==> src/hw/rtl/rdd_pkg.sv <==
// Shared types and constants of the resend duplicate detector.
// Used by the front end, the request queue, the back end and the top level.
`default_nettype none

package rdd_pkg;

  // Default packet store depth in bytes.
  localparam int unsigned MaxBytes = 256;

  // Number of entries in the queue between the front and back ends.
  localparam int unsigned QueueDepth = 2;
  localparam int unsigned QueuePtrW = (QueueDepth > 1) ? $clog2(QueueDepth) : 1;
  localparam int unsigned QueueCntW = $clog2(QueueDepth + 1);

  // One classified byte request, handed from the front end to the back end.
  typedef struct packed {
    logic [7:0] data;       // received byte
    logic [7:0] rdata;      // stored byte at the same position
    logic       cmp_en;     // byte of a resend that lies inside the store
    logic       resend;     // packet carries the resend mark
    logic       last;       // final byte of the packet
    logic       len_match;  // on the final byte: length equals stored length
  } rdd_req_t;

endpackage

`default_nettype wire

==> src/hw/rtl/rdd_front.sv <==
// Front end: accepts bytes, tracks the position and packet kind, owns the
// packet store and stored length, and issues classified requests. Uses rdd_pkg.
`default_nettype none

module rdd_front
  import rdd_pkg::*;
#(
  parameter int unsigned MAX_BYTES = MaxBytes
) (
  input  wire logic       clk_i,
  input  wire logic       rst_ni,
  input  wire logic [7:0] data_byte_i,
  input  wire logic       resend_mark_i,
  input  wire logic       last_byte_i,
  input  wire logic       in_valid_i,
  output logic            in_ready_o,
  output rdd_req_t        req_o,
  output logic            req_valid_o,
  input  wire logic       req_ready_i
);

  localparam int unsigned PosW  = $clog2(MAX_BYTES + 1);
  localparam int unsigned AddrW = (MAX_BYTES > 1) ? $clog2(MAX_BYTES) : 1;

  logic            accept;
  logic            stg_move;
  logic [PosW-1:0] pos_q, pos_d;
  logic [PosW-1:0] len_q, len_d;
  logic [PosW-1:0] length;
  logic            resend_latched_q, resend_latched_d;
  logic            resend;
  logic            in_range;
  logic [AddrW-1:0] addr;
  logic            stg_valid_q;
  rdd_req_t        stg_q;
  logic [7:0]      rd_q;
  logic [7:0]      mem [MAX_BYTES];

  // The stage takes a new byte whenever it is empty or hands its request on.
  assign stg_move   = stg_valid_q && req_ready_i;
  assign in_ready_o = !stg_valid_q || req_ready_i;
  assign accept     = in_valid_i && in_ready_o;

  // Classification of the current byte.
  assign resend   = (pos_q == '0) ? resend_mark_i : resend_latched_q;
  assign in_range = pos_q < PosW'(MAX_BYTES);
  assign addr     = pos_q[AddrW-1:0];
  assign length   = in_range ? pos_q + PosW'(1) : pos_q;

  // Next position, packet kind and stored length.
  always_comb begin
    pos_d            = pos_q;
    resend_latched_d = resend_latched_q;
    len_d            = len_q;
    if (accept) begin
      resend_latched_d = resend;
      if (last_byte_i) begin
        pos_d = '0;
        if (!resend) begin
          len_d = length;
        end
      end else begin
        pos_d = length;
      end
    end
  end

  // Control registers and the request stage.
  always_ff @(posedge clk_i or negedge rst_ni) begin
    if (!rst_ni) begin
      pos_q            <= '0;
      len_q            <= '0;
      resend_latched_q <= 1'b0;
      stg_valid_q      <= 1'b0;
    end else begin
      pos_q            <= pos_d;
      len_q            <= len_d;
      resend_latched_q <= resend_latched_d;
      if (accept) begin
        stg_valid_q <= 1'b1;
      end else if (stg_move) begin
        stg_valid_q <= 1'b0;
      end
    end
  end

  // Stage payload; the stored byte arrives through the memory read register.
  always_ff @(posedge clk_i) begin
    if (accept) begin
      stg_q.data      <= data_byte_i;
      stg_q.rdata     <= '0;
      stg_q.cmp_en    <= resend && in_range;
      stg_q.resend    <= resend;
      stg_q.last      <= last_byte_i;
      stg_q.len_match <= length == len_q;
    end
  end

  // Packet store: originals write, resends read, at most one access per byte.
  always_ff @(posedge clk_i) begin
    if (accept && in_range) begin
      if (resend) begin
        rd_q <= mem[addr];
      end else begin
        mem[addr] <= data_byte_i;
      end
    end
  end

  // Request towards the queue.
  always_comb begin
    req_o       = stg_q;
    req_o.rdata = rd_q;
  end
  assign req_valid_o = stg_valid_q;

endmodule

`default_nettype wire

==> src/hw/rtl/rdd_fifo.sv <==
// Short request queue between the front and back ends.
// Uses rdd_pkg for the request type and depth.
`default_nettype none

module rdd_fifo
  import rdd_pkg::*;
(
  input  wire logic     clk_i,
  input  wire logic     rst_ni,
  input  wire rdd_req_t push_req_i,
  input  wire logic     push_valid_i,
  output logic          push_ready_o,
  output rdd_req_t      pop_req_o,
  output logic          pop_valid_o,
  input  wire logic     pop_ready_i
);

  rdd_req_t              entry_q [QueueDepth];
  logic [QueuePtrW-1:0]  wr_ptr_q, rd_ptr_q;
  logic [QueueCntW-1:0]  cnt_q;
  logic                  push, pop;

  assign push_ready_o = cnt_q != QueueCntW'(QueueDepth);
  assign pop_valid_o  = cnt_q != '0;
  assign push         = push_valid_i && push_ready_o;
  assign pop          = pop_valid_o && pop_ready_i;
  assign pop_req_o    = entry_q[rd_ptr_q];

  // Pointers and fill count.
  always_ff @(posedge clk_i or negedge rst_ni) begin
    if (!rst_ni) begin
      wr_ptr_q <= '0;
      rd_ptr_q <= '0;
      cnt_q    <= '0;
    end else begin
      if (push) begin
        wr_ptr_q <= (wr_ptr_q == QueuePtrW'(QueueDepth - 1)) ? '0 : wr_ptr_q + 1'b1;
      end
      if (pop) begin
        rd_ptr_q <= (rd_ptr_q == QueuePtrW'(QueueDepth - 1)) ? '0 : rd_ptr_q + 1'b1;
      end
      if (push && !pop) begin
        cnt_q <= cnt_q + 1'b1;
      end else if (pop && !push) begin
        cnt_q <= cnt_q - 1'b1;
      end
    end
  end

  // Entry storage.
  always_ff @(posedge clk_i) begin
    if (push) begin
      entry_q[wr_ptr_q] <= push_req_i;
    end
  end

endmodule

`default_nettype wire

==> src/hw/rtl/rdd_back.sv <==
// Back end: compares resend bytes, keeps the resend memory and delivers the
// verdict of each packet through an output register. Uses rdd_pkg.
`default_nettype none

module rdd_back
  import rdd_pkg::*;
(
  input  wire logic     clk_i,
  input  wire logic     rst_ni,
  input  wire rdd_req_t req_i,
  input  wire logic     req_valid_i,
  output logic          req_ready_o,
  output logic          is_duplicate_o,
  output logic          out_valid_o,
  input  wire logic     out_ready_i
);

  logic mismatch_q, prev_resend_q;
  logic out_valid_q, dup_q;
  logic pop;
  logic mismatch;
  logic dup;

  // A final byte waits until the output register is free or being emptied.
  assign req_ready_o = !req_i.last || !out_valid_q || out_ready_i;
  assign pop         = req_valid_i && req_ready_o;

  assign mismatch = mismatch_q || (req_i.cmp_en && (req_i.rdata != req_i.data));
  assign dup      = req_i.resend && !prev_resend_q && req_i.len_match && !mismatch;

  // Comparison state, resend memory and output register.
  always_ff @(posedge clk_i or negedge rst_ni) begin
    if (!rst_ni) begin
      mismatch_q    <= 1'b0;
      prev_resend_q <= 1'b0;
      out_valid_q   <= 1'b0;
    end else begin
      if (out_valid_q && out_ready_i) begin
        out_valid_q <= 1'b0;
      end
      if (pop) begin
        if (req_i.last) begin
          mismatch_q    <= 1'b0;
          prev_resend_q <= req_i.resend && !dup;
          out_valid_q   <= 1'b1;
        end else begin
          mismatch_q <= mismatch;
        end
      end
    end
  end

  // Verdict payload.
  always_ff @(posedge clk_i) begin
    if (pop && req_i.last) begin
      dup_q <= dup;
    end
  end

  assign is_duplicate_o = dup_q;
  assign out_valid_o    = out_valid_q;

endmodule

`default_nettype wire

==> src/hw/rtl/resend_duplicate_detector_unit.sv <==
// Top level of the resend duplicate detector: front end, request queue and
// back end. Uses rdd_pkg, rdd_front, rdd_fifo and rdd_back.
//
//   Channel  Handshake                    Payload
//   in       in_valid_i / in_ready_o      data_byte_i, resend_mark_i, last_byte_i
//   out      out_valid_o / out_ready_i    is_duplicate_o
//
// One byte is accepted per cycle unless stalled; the packet store does at most one
// read or write per byte. A verdict passes the stage, queue and output register.
// Reset clears position, lengths and resend memory; the store needs no clearing.
// A stalled output fills the two-entry queue, after which the input stalls too.
`default_nettype none

module resend_duplicate_detector_unit
  import rdd_pkg::*;
#(
  parameter int unsigned MAX_BYTES = MaxBytes
) (
  input  wire logic       clk_i,
  input  wire logic       rst_ni,
  input  wire logic [7:0] data_byte_i,
  input  wire logic       resend_mark_i,
  input  wire logic       last_byte_i,
  input  wire logic       in_valid_i,
  output logic            in_ready_o,
  output logic            is_duplicate_o,
  output logic            out_valid_o,
  input  wire logic       out_ready_i
);

  rdd_req_t front_req, back_req;
  logic     front_valid, front_ready;
  logic     back_valid, back_ready;

  // Byte intake and classification.
  rdd_front #(
    .MAX_BYTES(MAX_BYTES)
  ) u_front (
    .clk_i        (clk_i),
    .rst_ni       (rst_ni),
    .data_byte_i  (data_byte_i),
    .resend_mark_i(resend_mark_i),
    .last_byte_i  (last_byte_i),
    .in_valid_i   (in_valid_i),
    .in_ready_o   (in_ready_o),
    .req_o        (front_req),
    .req_valid_o  (front_valid),
    .req_ready_i  (front_ready)
  );

  // Decoupling queue.
  rdd_fifo u_fifo (
    .clk_i       (clk_i),
    .rst_ni      (rst_ni),
    .push_req_i  (front_req),
    .push_valid_i(front_valid),
    .push_ready_o(front_ready),
    .pop_req_o   (back_req),
    .pop_valid_o (back_valid),
    .pop_ready_i (back_ready)
  );

  // Comparison and verdict.
  rdd_back u_back (
    .clk_i         (clk_i),
    .rst_ni        (rst_ni),
    .req_i         (back_req),
    .req_valid_i   (back_valid),
    .req_ready_o   (back_ready),
    .is_duplicate_o(is_duplicate_o),
    .out_valid_o   (out_valid_o),
    .out_ready_i   (out_ready_i)
  );

  // A final byte never overwrites a verdict that is still waiting.
  a_no_verdict_loss: assert property (@(posedge clk_i) disable iff (!rst_ni)
    (back_valid && back_ready && back_req.last) |-> (!out_valid_o || out_ready_i))
    else $error("final byte consumed while a verdict was still pending");

  // An original packet is never reported as a duplicate.
  a_original_not_dup: assert property (@(posedge clk_i) disable iff (!rst_ni)
    (back_valid && back_ready && back_req.last && !back_req.resend) |=> !is_duplicate_o)
    else $error("original packet flagged as duplicate");

  // Each final byte handed to the back end yields a verdict in the next cycle.
  a_verdict_follows: assert property (@(posedge clk_i) disable iff (!rst_ni)
    (back_valid && back_ready && back_req.last) |=> out_valid_o)
    else $error("verdict missing after final byte");

endmodule

`default_nettype wire

==> config.mk <==
export PLATFORM = sky130hd
export DESIGN_NAME = resend_duplicate_detector_unit
export DESIGN_NICKNAME = d
export VERILOG_FILES = /design/src/hw/rtl/rdd_pkg.sv /design/src/hw/rtl/rdd_front.sv /design/src/hw/rtl/rdd_fifo.sv /design/src/hw/rtl/rdd_back.sv /design/src/hw/rtl/resend_duplicate_detector_unit.sv
export SDC_FILE = /design/constraint.sdc
export NUM_CORES = 2
export LEC_CHECK = 0
export CELL_PAD_IN_SITES_DETAIL_PLACEMENT = 1
export CELL_PAD_IN_SITES_GLOBAL_PLACEMENT = 1
export CORE_MARGIN = 1
export CORE_UTILIZATION = 51
export CTS_CLUSTER_SIZE = 40
export DETAILED_ROUTE_END_ITERATION = 8
export DONT_BUFFER_PORTS = 1
export GPL_ROUTABILITY_DRIVEN = 1
export PLACE_DENSITY_LB_ADDON = 0.12
export SLEW_MARGIN = 20
export SYNTH_ARGS = -nofsm -noshare
export SYNTH_HDL_FRONTEND = slang
export SYNTH_SLANG_ARGS = --single-unit
==> constraint.sdc <==
create_clock -name clk_i -period 3.65 [get_ports clk_i]
set_input_delay 0.365 -clock clk_i [delete_from_list [all_inputs] [get_ports clk_i]]
set_output_delay 0.365 -clock clk_i [all_outputs]
set_load 0.01 [all_outputs]
Word-level counts from Yosys, hierarchy flattened
Memory sizes are Yosys's and may differ from the RTL's. A register that Yosys moved wholly into a read port is not among the register bits. Index checks and enable logic that the tools add are counted.

Register bits: 40. Bits in writable memories: 2088. Input bits: 14. Memories: 2.

Add/sub/neg operators: 5. Magnitude comparators: 1. Eq/ne operators: 3. Multiplexer cells: 18. Bitwise gates (word level): 1. Reductions and logical operators: 33.

Memories: u_front.mem (words 256, width 8, read ports 1, clocked after memory_dff 1, write ports 1, RTL line rdd_front.sv:37) `logic [7:0] mem [MAX_BYTES];`; u_fifo.entry_q (words 2, width 20, read ports 1, clocked after memory_dff 0, write ports 1, RTL line rdd_fifo.sv:18) `rdd_req_t entry_q [QueueDepth];`.

Operators with widths (count): $mux W9 (2); $logic_and A1 B1 Y1 (14); $mux W1 (14); $add A9 B1 Y9 const B (1); $eq A9 B9 Y1 (1); $logic_not A9 Y1 (1); $lt A9 B9 Y1 const B (1); $logic_not A1 Y1 (8); $ne A8 B8 Y1 (1); $reduce_bool A2 Y1 (3); $logic_or A1 B1 Y1 (4); $mux W2 (2); $reduce_and A2 Y1 (2); $reduce_and A3 Y1 (1); $add A1 B1 Y1 const B (2); $add A2 B1 Y2 const B (1); $ne A2 B2 Y1 const B (1); $sub A2 B1 Y2 const B (1); $not A1 Y1 (1).

Depth between registers and ports, before layout
An unclocked memory read counts as a cell.

Word-level depth: 8. Depth in mapped cells: 13.

Cells and area by module
Synthesis repeated with hierarchy kept, for this count alone.

Cells, all modules: 3800. Area, all modules: 82057.4 sq um.

By module, submodules not included: rdd_front (instances 1, cells an instance 3689, area an instance 80103.1 sq um, sequential area each 62600.0 sq um); rdd_fifo (instances 1, cells an instance 80, area an instance 1665.3 sq um, sequential area each 1301.2 sq um); rdd_back (instances 1, cells an instance 31, area an instance 289.0 sq um, sequential area each 105.1 sq um).

Worst setup path after synthesis
OpenSTA, ideal clock, no wires.

Kind: flip-flop to flip-flop. From: register u_front.pos_q[1]. To: memory u_front.mem[113][0] (enable). Setup time: 0.370 ns. Data arrival time: 3.111 ns. Required time: 3.280 ns. Setup slack: 0.169 ns. Cell stages (with the launch flop): 13. Path buffers: 5. Period minus slack after synthesis: 3.481 ns. Cell sequence: dfrtp_1 clkbuf_1 buf_2 buf_2 buf_1 inv_1 ha_1 nor2b_1 and4_1 nor4b_2 nand2_1 clkbuf_1 nor2_1.

Cells in the longest elaborated chain, start to end: 5. Elaborated cells between the ends (all ways): 7.

Ends and longest elaborated chain: from (decl) (RTL line rdd_front.sv:27) `logic [PosW-1:0] pos_q, pos_d;`; from (signal assigned) (RTL line rdd_front.sv:76) `pos_q <= pos_d;`; parallel branches: the longest is 5 deep, another holds $lt A9 B9 Y1; to (decl) (RTL line rdd_front.sv:37).

Several ways; the timed one is not identified.

Final worst setup path
From: register u_front.pos_q[0]. To: register u_front.rd_q[0] (read register of u_front.mem) (data pin).

Cells in the longest elaborated chain, start to end: 3. Elaborated cells between the ends (all ways): 5.

Ends and longest elaborated chain: $lt A9 B9 Y1 / $logic_not A9 Y1 (equally long branches) (RTL line rdd_front.sv:46, rdd_front.sv:45); $logic_and A1 B1 Y1 / $mux W1 (equally long branches) (RTL line rdd_front.sv:101, rdd_front.sv:45); $reduce_and A2 Y1 (no line); to (decl) (RTL line rdd_front.sv:36) `logic [7:0] rd_q;`.

Parallel ways exist; a longest one is shown, timed or not. A chain may end at the register's enable or synchronous reset.

==> results.sh <==
export IMPL_worst_pin_slew_ns=0.943
export IMPL_clkSinkCount=2136
export IMPL_drtAntennaViolNets=0
export IMPL_antenna_found_initial=8
export IMPL_synth_edf_count=2109
export IMPL_routed_wl_um=215000
export IMPL_slowest_delay_ns=0.66
export IMPL_gr_total_overflow=0
export IMPL_period_needed_ns=3.57
export IMPL_cts_inserted_buffers=210
export IMPL_min_period_over_period_pct=97.9
export IMPL_cp_slowest_cell="dfrtp_4"
export IMPL_ios=17
export IMPL_final_setup_worst_slack_ns=0.0757
export IMPL_setup_worst_path_end_class="flip-flop"
export IMPL_synth_seq_area_share_pct=78.3
export IMPL_crit_type="reg2reg"
export IMPL_wl_met2_um=105000
export IMPL_pre_cts_ws_ns=-0.391
export IMPL_clk_insertion_delay_late_ns=0.85
export IMPL_grt_pass1_wl_um=309000
export IMPL_yosys_warnings=0
export IMPL_maxCapViolations=0
export IMPL_clkTransAtPathRegs_ns=0.06
export IMPL_post_cts_setup_buffers=0
export IMPL_syn_area_um2=81800
export IMPL_final_hold_viol_count=0
export IMPL_irDropWorstVdd_mv=0.553
export IMPL_synth_cell_types=50
export IMPL_grt_pass1_vias=42900
export IMPL_highest_layer="met4"
export IMPL_place_congestion=0.852
export IMPL_layout_nets=4229
export IMPL_cellPowerDensity_nw_per_um2=647
export IMPL_relSlewSlack_pct=36.3
export IMPL_cp_num_buf_inv=2
export IMPL_drc_errors=0
export IMPL_cts_tree="built"
export IMPL_timing_fmax_ghz=0.280
export IMPL_synth_async_reset_ratio_pct=1.26
export IMPL_cts_path_max_buffers=3
export IMPL_synth_seq_cells=2136
export IMPL_rsz0062_at_grt="false"
export IMPL_dr_wl_met3_um=14700
export IMPL_arrival_ns=4.13
export IMPL_crit_family="compound AO/OA/AOI/OAI gates"
export IMPL_wl_met1_um=89800
export IMPL_critPathMaxFanout=34
export IMPL_synthCells=3768
export IMPL_nFillCells=13100
export IMPL_place_hpwl_um=125000
export IMPL_wire_per_inst_um=33.3
export IMPL_drive_gt1_share_pct=29.5
export IMPL_syn_to_final_growth_pct=15.5
export IMPL_p_leak_nw=29.6
export IMPL_final_max_slew_viol_count=0
export IMPL_status="finished, final reports clean"
export IMPL_clk_root_buffer_cell="clkbuf_16"
export IMPL_min_delay_path_class="in2reg"
export IMPL_die_h_um=402
export IMPL_num_vias=40900
export IMPL_drt_iter0_drc=4378
export IMPL_die_area_um2=162000
export IMPL_vias_per_cell=6.33
export IMPL_io_buffer_count=0
export IMPL_initial_core_util_pct=51.5
export IMPL_grt_max_degree=258
export IMPL_cp_cell_sequence="buf_4, buf_12, mux4_2, a22oi_1, a21oi_1, o41ai_2, nand4_1"
export IMPL_die_width_um=402
export IMPL_synth_ff_type="edfxtp_1"
export IMPL_startpoint_type="flip-flop"
export IMPL_synth_nets=3787
export IMPL_hold_slack_ns=0.0150
export IMPL_setup_tns_ns=0
export IMPL_required_ns=4.20
export IMPL_drt_pass1_iter_count=5
export IMPL_avgSynthCellArea_um2=21.7
export IMPL_std_cell_rows=146
export IMPL_core_area_um2=159000
export IMPL_setup_viol=0
export IMPL_grt_util_all_layers_pct=26.8
export IMPL_clock_skew_ns=0.0335
export IMPL_cts_max_level=4
-- power breakdown --
group          total [mW]  internal (mW)  switching (mW)
clock network        21.4           12.3            9.08
registers            27.7           27.4           0.286
logic                12.0           5.48            6.57
-- final cells by class --
type / instances / area, um^2 / area share [%]
diodes: 1 / 2.50 / 0.00265
clock buffers: 265 / 5630 / 5.96
clock inverters: 119 / 1130 / 1.20
inverters: 9 / 33.8 / 0.0358
multi-input cells: 1387 / 16800 / 17.8
flip-flops and latches: 2136 / 64000 / 67.8
well taps: 2072 / 2590 / 2.74
repair buffers: 466 / 4280 / 4.53
-- final timing paths --
kind | startpoint | cells after the start | end | slack, ns
max | u_front.pos_q[0] | 7 | u_front.rd_q[0] | 0.08
min | data_byte_i[1] | 1 | u_front.mem[74][1] | 0.02
max reg2reg | u_front.pos_q[0] | 7 | u_front.rd_q[0] | 0.08
min reg2reg | u_front.req_o[16] | 0 | u_fifo.entry_q[0][16] | 0.45
max in group asynchronous | rst_ni | 3 | u_front.pos_q[1] | 3.36
min in group asynchronous | rst_ni | 3 | u_front.len_q[5] | 0.11
-- placed cells by master (no fill, tap or decap), drive strengths merged, types with 27 or more instances in the layout --
| cell type | n |
|---|---|
| edfxtp | 2109 |
| mux4 | 512 |
| buf | 455 |
| nor2 | 267 |
| clkbuf | 265 |
| a22oi | 256 |
| a21oi | 133 |
| clkinv | 84 |
| nand2 | 50 |
| o41ai | 32 |
| xnor2 | 28 |
| dfrtp | 27 |
-- repair_timing --
action	in CTS	in global routing
setup endpoints to repair	6	16
endpoints found under the hold margin	2097	148
hold buffers	14	7
resized for setup	7	7
-- cells in the mapped netlist, types with 2 or more instances --
master | instances | area (um^2)
and3_1 | 2 | 12.5
a22oi_1 | 256 | 1920
mux2i_1 | 2 | 20.0
o21ai_1 | 2 | 10.0
edfxtp_1 | 2109 | 63300
nand4_1 | 12 | 75.1
a21oi_1 | 133 | 666
mux4_2 | 512 | 11500
nand2_1 | 50 | 188
and4_1 | 3 | 26.3
and2_1 | 2 | 12.5
o41ai_1 | 32 | 280
or2_2 | 2 | 12.5
inv_1 | 9 | 33.8
buf_2 | 47 | 235
nor2_1 | 266 | 998
o31ai_1 | 4 | 30.0
buf_1 | 21 | 78.8
clkbuf_1 | 146 | 548
nand4b_1 | 2 | 17.5
nor4_1 | 2 | 12.5
nand3_1 | 12 | 60.1
nor2b_1 | 9 | 56.3
dfrtp_1 | 27 | 676
o211ai_1 | 2 | 15.0
xor2_1 | 8 | 70.1
xnor2_1 | 28 | 245
buf_4 | 8 | 60.1
buf_6 | 14 | 158
o21ai_0 | 15 | 75.1
ha_1 | 5 | 62.6
xnor3_1 | 2 | 45.0
nand2b_1 | 6 | 37.5
nor4b_2 | 2 | 30.0
-- cell families after synthesis --
logic type	Yosys count	share of synthesized area [%]
xor gates and xnor gates	38	0.441
AOI/OAI and AO/OA	452	3.75
buffers and inverters	245	1.36
and+or+nand+nor	377	1.97
DFF	2136	78.3
adders and majority gates	5	0.0765
muxes	515	14.1
-- through the flow --
step           area [um^2]  cells  utilization (%)  power (mW)
2_1_floorplan        81800   3768                -        36.1
3_3_place_gp         87000   6040             54.8        39.6
3_5_place_dp         87000   6040             54.8        39.8
4_1_cts              94100   6438             59.3        61.5
5_1_grt              94500   6454             59.5        62.9
6_report             94500   6455             59.5        61.1
-- per-layer routing --
metal  GRT usage (%)  up-vias
met3            4.26      275
met2            43.0     1564
met5               0        -
met1            38.6    22300
met4            7.09        0
li1                -    16800
-- state kept, by name, indices dropped and copies added, names as in the netlist, 2 cells and up --
signal          cells
u_fifo.entry_q     40
u_fifo.cnt_q        2
u_front.pos_q       9
u_front.len_q       9
u_front.rd_q        8
u_front.req_o      12
u_front.mem      2048
-- worst reg2reg max path, stage by stage (launching register included) --
cell and delay (ns):
dfrtp_4 0.66, buf_4 0.30, buf_12 0.30, mux4_2 0.65, a22oi_1 0.42, a21oi_1 0.27, o41ai_2 0.54, nand4_1 0.14
Note: power is estimated with default switching activity, not from simulation.
